`config.mk`:
```
export PLATFORM = sky130hd
export DESIGN_NAME = afu_merge
export DESIGN_NICKNAME = d
export VERILOG_FILES = /design/src/afu_pkg.sv /design/src/afu_merge.sv
export VERILOG_INCLUDE_DIRS = /design/src /design/src/src
export SDC_FILE = /design/constraint.sdc
export NUM_CORES = 1
export LEC_CHECK = 0
export BUFFER_PORTS_ARGS = -buffer_cell sky130_fd_sc_hd__buf_2
export CAP_MARGIN = 20
export CELL_PAD_IN_SITES_DETAIL_PLACEMENT = 0
export CELL_PAD_IN_SITES_GLOBAL_PLACEMENT = 1
export CORE_MARGIN = 2
export CORE_UTILIZATION = 50
export CTS_BUF_LIST = sky130_fd_sc_hd__clkbuf_8
export CTS_CLUSTER_SIZE = 24
export DETAILED_ROUTE_END_ITERATION = 6
export PLACE_DENSITY = 0.82
export REMOVE_ABC_BUFFERS = 1
export SLEW_MARGIN = 20
export SYNTH_ARGS = -nofsm -noshare
export SYNTH_HDL_FRONTEND = slang
export SYNTH_SLANG_ARGS = --single-unit
```
`constraint.sdc`:
```
create_clock -name clk -period 8.3 [get_ports clk]
set_clock_uncertainty 0.1 [all_clocks]
set_input_delay 2.49 -clock clk [delete_from_list [all_inputs] [get_ports clk]]
set_output_delay 2.49 -clock clk [all_outputs]
set_load 0.01 [all_outputs]
```
`src/activation_function_unit_macros.svh`:
```
// Assertion macros shared by the activation function unit modules.
`ifndef ACTIVATION_FUNCTION_UNIT_MACROS_SVH
`define ACTIVATION_FUNCTION_UNIT_MACROS_SVH

// Same-cycle implication, checked on every rising clk edge outside reset.
`define AFU_ASSERT_NOW(label, ante, cons, msg) \
  label: assert property (@(posedge clk) disable iff (rst) (ante) |-> (cons)) \
    else $error(msg);

// Next-cycle implication, checked on every rising clk edge outside reset.
`define AFU_ASSERT_NEXT(label, ante, cons, msg) \
  label: assert property (@(posedge clk) disable iff (rst) (ante) |=> (cons)) \
    else $error(msg);

`endif

```
`src/afu_pkg.sv`:
```
// Shared types, constants and knot-table builders for the activation function unit.
package afu_pkg;

  localparam int DATA_W          = 16;
  localparam int LANES_DEF       = 4;
  localparam int FRAC_BITS_DEF   = 12;
  localparam int TABLE_DEPTH_DEF = 256;
  localparam int OUT_DEPTH       = 8;   // result queue entries
  localparam int LANE_LAT        = 5;   // register stages in one lane
  localparam int APB_AW          = 3;
  localparam int APB_DW          = 32;

  localparam logic [APB_AW-1:0] REG_ACTIVATION_KIND = 3'd0;

  localparam logic [1:0] KIND_TANH    = 2'd0;
  localparam logic [1:0] KIND_RELU    = 2'd1;
  localparam logic [1:0] KIND_SIGMOID = 2'd2;

  localparam logic [63:0] ONE_Q30    = 64'd1 << 30;
  localparam logic [63:0] EXP_M1_Q30 = 64'd395007542;

  typedef struct packed {
    logic       func;
    logic [1:0] kind;
  } afu_ctl_t;

  typedef struct packed {
    logic valid;
    logic last;
  } afu_push_t;

  // Shift-subtract divide, used only when the knot tables are elaborated.
  function automatic logic [63:0] udiv64(input logic [63:0] num, input logic [63:0] den);
    logic [63:0] q;
    logic [64:0] r;
    q = '0;
    r = '0;
    for (int i = 63; i >= 0; i--) begin
      r = {r[63:0], num[i]};
      if (r >= {1'b0, den}) begin
        r = r - {1'b0, den};
        q[i] = 1'b1;
      end
    end
    return q;
  endfunction

  // e^-x in Q30: Taylor series of the fraction, then e^-1 per whole unit.
  function automatic logic [63:0] exp_neg_q30(input logic [63:0] xq);
    logic [63:0] n;
    logic [63:0] f;
    logic [63:0] term;
    logic [63:0] sum;
    logic [63:0] v;
    logic        done;
    n    = xq >> 30;
    f    = xq & (ONE_Q30 - 64'd1);
    sum  = ONE_Q30;
    term = ONE_Q30;
    done = 1'b0;
    for (int k = 1; k < 40; k++) begin
      if (!done) begin
        term = udiv64(term * f, 64'(k) << 30);
        if (term == 64'd0) begin
          done = 1'b1;
        end else if ((k & 1) != 0) begin
          sum = sum - term;
        end else begin
          sum = sum + term;
        end
      end
    end
    v = sum;
    if (n > 64'd64) begin
      return 64'd0;
    end
    for (int k = 0; k < 64; k++) begin
      if (64'(k) < n) begin
        v = (v * EXP_M1_Q30 + (ONE_Q30 >> 1)) >> 30;
      end
    end
    return v;
  endfunction

  function automatic logic [63:0] knot_xq(input int k, input int frac_bits, input int depth);
    return udiv64(64'(k) << (45 - frac_bits), 64'(depth));
  endfunction

  function automatic logic [31:0] sig_knot(input int k, input int frac_bits, input int depth);
    logic [63:0] e;
    logic [63:0] d;
    e = exp_neg_q30(knot_xq(k, frac_bits, depth));
    d = ONE_Q30 + e;
    return 32'(udiv64((64'd1 << 60) + (d >> 1), d));
  endfunction

  function automatic logic [31:0] tanh_knot(input int k, input int frac_bits, input int depth);
    logic [63:0] e2;
    logic [63:0] d2;
    e2 = exp_neg_q30(knot_xq(k, frac_bits, depth) << 1);
    d2 = ONE_Q30 + e2;
    return 32'(udiv64(((ONE_Q30 - e2) << 30) + (d2 >> 1), d2));
  endfunction

endpackage

```
`src/afu_merge.sv`:
```
// Merges lane results and the frame mark into one queued output transaction.
`include "activation_function_unit_macros.svh"

module afu_merge #(
  parameter int LANES = afu_pkg::LANES_DEF,
  parameter int DEPTH = afu_pkg::OUT_DEPTH
) (
  input  logic                              clk,
  input  logic                              rst,
  input  afu_pkg::afu_push_t                push,
  input  logic [LANES*afu_pkg::DATA_W-1:0]  y_all,
  input  logic                              m_tready,
  output logic                              m_tvalid,
  output logic [LANES*afu_pkg::DATA_W-1:0]  m_tdata,
  output logic                              m_tlast
);
  import afu_pkg::*;

  localparam int PTR_W = $clog2(DEPTH);
  localparam int ENT_W = LANES * DATA_W + 1;

  logic [ENT_W-1:0] mem [DEPTH];
  logic [PTR_W-1:0] wr_ptr;
  logic [PTR_W-1:0] rd_ptr;
  logic [PTR_W:0]   fill;
  logic [PTR_W:0]   fill_next;
  logic             pop;

  assign pop      = m_tvalid && m_tready;
  assign m_tvalid = (fill != '0);
  assign m_tdata  = mem[rd_ptr][LANES*DATA_W-1:0];
  assign m_tlast  = mem[rd_ptr][ENT_W-1];

  always_comb begin
    fill_next = fill;
    case ({push.valid, pop})
      2'b10:   fill_next = fill + 1'b1;
      2'b01:   fill_next = fill - 1'b1;
      default: fill_next = fill;
    endcase
  end

  always_ff @(posedge clk) begin
    if (push.valid) begin
      mem[wr_ptr] <= {push.last, y_all};
    end
  end

  always_ff @(posedge clk) begin
    if (rst) begin
      wr_ptr <= '0;
      rd_ptr <= '0;
      fill   <= '0;
    end else begin
      if (push.valid) begin
        wr_ptr <= wr_ptr + 1'b1;
      end
      if (pop) begin
        rd_ptr <= rd_ptr + 1'b1;
      end
      fill <= fill_next;
    end
  end

  `AFU_ASSERT_NOW(a_no_overflow, push.valid, fill < (PTR_W+1)'(DEPTH), "result queue overflow")
  `AFU_ASSERT_NEXT(a_fill_up, push.valid && !pop, fill == $past(fill) + 1'b1, "fill did not rise")
  `AFU_ASSERT_NEXT(a_fill_down, pop && !push.valid, fill == $past(fill) - 1'b1, "fill did not fall")

endmodule

```
# After elaboration in Yosys (flattened, before gate mapping)
# Memory sizes are Yosys's and may differ from the RTL's. A register that Yosys moved wholly into a read port is not among the register bits.
# Cells that the tools add are included.
[word_totals] reg_bits=10 ramBits=520 output_inout_bits=66 memories=1
[mem_list] memory="mem" depth=8 width=65 rd=1 rd_clocked_by_memory_dff=1 write_ports=1 line="afu_merge.sv:22" source="logic [ENT_W-1:0] mem [DEPTH];"
[classes] n_addsub=4 eq_ne=2 n_mux=5 n_reduce_logical=3
[ops] cell="$pmux 4 s2" count=1
[ops] cell="$add 3x1->3 const B" count=2
[ops] cell="$mux 3" count=2
[ops] cell="$add 4x1->4 const B" count=1
[ops] cell="$reduce_bool 4->1" count=1
[ops] cell="$sub 4x1->4 const B" count=1
[ops] cell="$eq 2x1->1 const B" count=1
[ops] cell="$eq 2x2->1 const B" count=1
[ops] cell="$mux 1" count=2
[ops] cell="$reduce_bool 2->1" count=1
[ops] cell="$logic_and 1x1->1" count=1

# Logic depth before layout (Yosys ltp)
[depth] ltp_word=4 ltp_mapped=10 mapped_depth_nobuf=10

# Worst setup path after synthesis
# OpenSTA, ideal clock, no wires.
[synth_timing] path_type="input -> register" from="input port push[1] in the netlist's numbering" to="memory mem[0][0] in the netlist's numbering (enable)" setup_time_ns=0.568 arrival_time_ns=7.002 t_required_ns=7.632 setup_slack_ns=0.630 cell_stages=2 path_cell_list="nand2b_1 > nor3_1"
[synth_between] elab_chain_cells=2
[synth_lines] element="from (decl)" line="afu_merge.sv:10" source="input afu_pkg::afu_push_t push,"
[synth_lines] element="$mux 1" line="afu_merge.sv:44" source="if (push.valid) begin"
[synth_lines] element="$mux 1 (implied by the code)" line="afu_merge.sv:45" source="mem[wr_ptr] <= {push.last, y_all};"
[synth_lines] element="to (decl)" line="afu_merge.sv:22"
# Every way passes these cells.

==> impl_metrics.toml <==
[setup_path]
required_ns = 5.71
cp.arrival_ns = 2.93
end_kind = "output port"
r2r-start = "wr_ptr[0]"
cp_max_fo = 64
cp-start-kind = "flop"
crit_type = "reg -> out"

[synthesis]
synth_seq_area_share = 0.789
avgSynthCellArea_um2 = 24.5
synth_seq_cells = 533
synth_area_mm2 = 0.0201
synth_edf_count = 520
yosysUniqueCellTypes = 27
yosys_warnings = 0
netlist_top_cells_count = "edfxtp_1 (520), mux4_2 (130), mux2_2 (66)"
ys_top_cells_by_area = "edfxtp_1 (78%), mux4_2 (15%), mux2_2 (3.7%), dfxtp_1 (1.3%), buf_6 (0.62%)"
synth.most_common_cell = "edfxtp_1"
synthArstFlopShare = 0
ys.flop_type = "edfxtp_1"
syn_inst = 823
synth_top_area_frac = 0.776
synth_largest_area_cell = "edfxtp_1"

[pwr]
power.total_mw = 6.01
power.density_mw_per_mm2 = 263
p_leak_nw = 7.38
vdd_drop_max_v = 0.000192

[timing]
timing.fmax_mhz = 181
tightest_slew_ns = 1.03
max_slew_margin = 0.309
final_max_slew_viol_count = 0
finalCritPeriodShare = 0.665
setup_violations = 0
rsz0062_at_grt = "false"
tns_ns = 0
timing.hold.ws_ns = 0.394
finalHoldViolations = 0
min_period_ns = 5.52

[cells_and_area]
nFillCells = 2863
fin_nets = 1095
fin_area_mm2 = 0.0229
drive_gt1_frac = 0.415
syn2layout_area_growth_pct = 13.6

[hold_path]
hp-start = "rd_ptr[1]"
hp-class = "reg -> reg"

[grt]
grt_max_degree = 77
grt_pass1_vias = 9454
gr-total-overflow = 0
grt_pass1_wl_um = 55900
antenna_found_initial = 8
grt_usage = 0.182

[clock_tree]
root_buffer = "clkbuf_8"
cts_resized = 0
clk_latency_ns = 0.60
cts_tree = "built"
clk_path_buf_depth = 3
cts.sinks = 533
cts-buffers-inserted = 82
htree_levels = 3
path_clk_slew_ns = 0.06
holdBufCountCts = 0
post-cts-setup-buffers = 0

[placement]
hpwl_um = 19700
place_congestion = 0.678
io_buffers = 134
dpl_cell_area_mm2 = 0.0214

[outcome]
status = "completed"

[detailed_routing]
antenna_left = 0
dr.pass1.iters = 5
vias = 8982
vias_per_cell = 5.57
drt_iter0_drc = 754
drc = 0
wl_per_cell_um = 23.0
wl_um = 37100

[die]
num_rows = 73
die_h_um = 205
start_util = 0.507
pin_count = 135
die-area_mm2 = 0.0419
core_area_mm2 = 0.0397
die_width_um = 205

[run]
max_cap_violations = 0
==> area by class of cell <==
| type | count | area [µm²] | area share |
|---|---|---|---|
| Tap cell | 525 | 657 | 0.0287 |
| Antenna cell | 5 | 12.5 | 0.000547 |
| Sequential cell | 533 | 15900 | 0.695 |
| Inverter | 2 | 7.51 | 0.000328 |
| Timing Repair Buffer | 152 | 818 | 0.0358 |
| Multi-Input combinational cell | 250 | 4070 | 0.178 |
| Clock inverter | 60 | 236 | 0.0103 |
| Clock buffer | 85 | 1170 | 0.0512 |
==> logic make-up (layout without fill, tap and decap cells) <==
group | Yosys count | after routing | share of synthesized area
adders and majority gates | 5 | 5 | 0.00311
muxes | 199 | 199 | 0.184
xor gates and xnor gates | 7 | 7 | 0.00305
DFF | 533 | 533 | 0.789
AOI/OAI and AO/OA | 6 | 6 | 0.00186
buffers and inverters | 40 | 299 | 0.0118
and+or+nand+nor | 33 | 33 | 0.00752
other | 0 | 5 | 0
==> path summary, 6_finish.rpt <==
check / to / slack, ns / cells past startpoint
setup / recovery: m_tdata[52] / 2.78 / 4
hold / removal: flop / 0.39 / 2
setup reg to reg: mem[5][25] / 5.63 / 3
hold reg to reg: flop / 0.39 / 2
==> registers in the layout, summed over array words and instances, names as in the netlist, named ones only <==
name	cells
wr_ptr	3
fill	4
mem	520
rd_ptr	3
==> worst max-delay path, cell delays in order, from the launching register on <==
cell     delay [ns]
dfxtp_4        0.60
buf_4          0.78
mux4_2         0.43
mux2_2         0.31
buf_2          0.15
==> report_power, final <==
part	internal (mW)	leakage, nW	switching, mW
combinational	0.558	1.71	0.497
clock	0.942	0.837	0.920
sequential	3.04	4.83	0.0538
==> placed cells by master (no fill, tap or decap), drive strengths merged, types with 2 or more instances in the layout <==
cell      instances
nor2             15
xor2              6
mux4            130
nor3              3
clkinv           24
clkinvlp          2
clkbuf           85
mux2i             2
buf             152
nand3             2
a21oi             3
mux2             67
ha                5
nand2b            3
nand2             6
diode             5
inv              36
edfxtp          520
dfxtp            13
==> layer usage <==
metal	global-route usage	vias to the layer above	part of all wire
met5	0	-	0.0015
met4	0.0562	10	0.017
met3	0.0477	63	0.069
met2	0.290	282	0.49
met1	0.248	4707	0.43
li1	-	3920	-
==> per-stage QoR <==
| step | setup WS [ns] | std cells | utilization |
|---|---|---|---|
| after detailed placement | 3.28 | 1462 | 0.540 |
| final | 2.78 | 1612 | 0.575 |
| after floorplan | -0.618 | 785 | - |
| after global routing | 2.56 | 1609 | 0.575 |
| after global placement | 3.31 | 1462 | 0.540 |
| after CTS | 2.64 | 1607 | 0.575 |
Power figures use the tool's default switching activity.
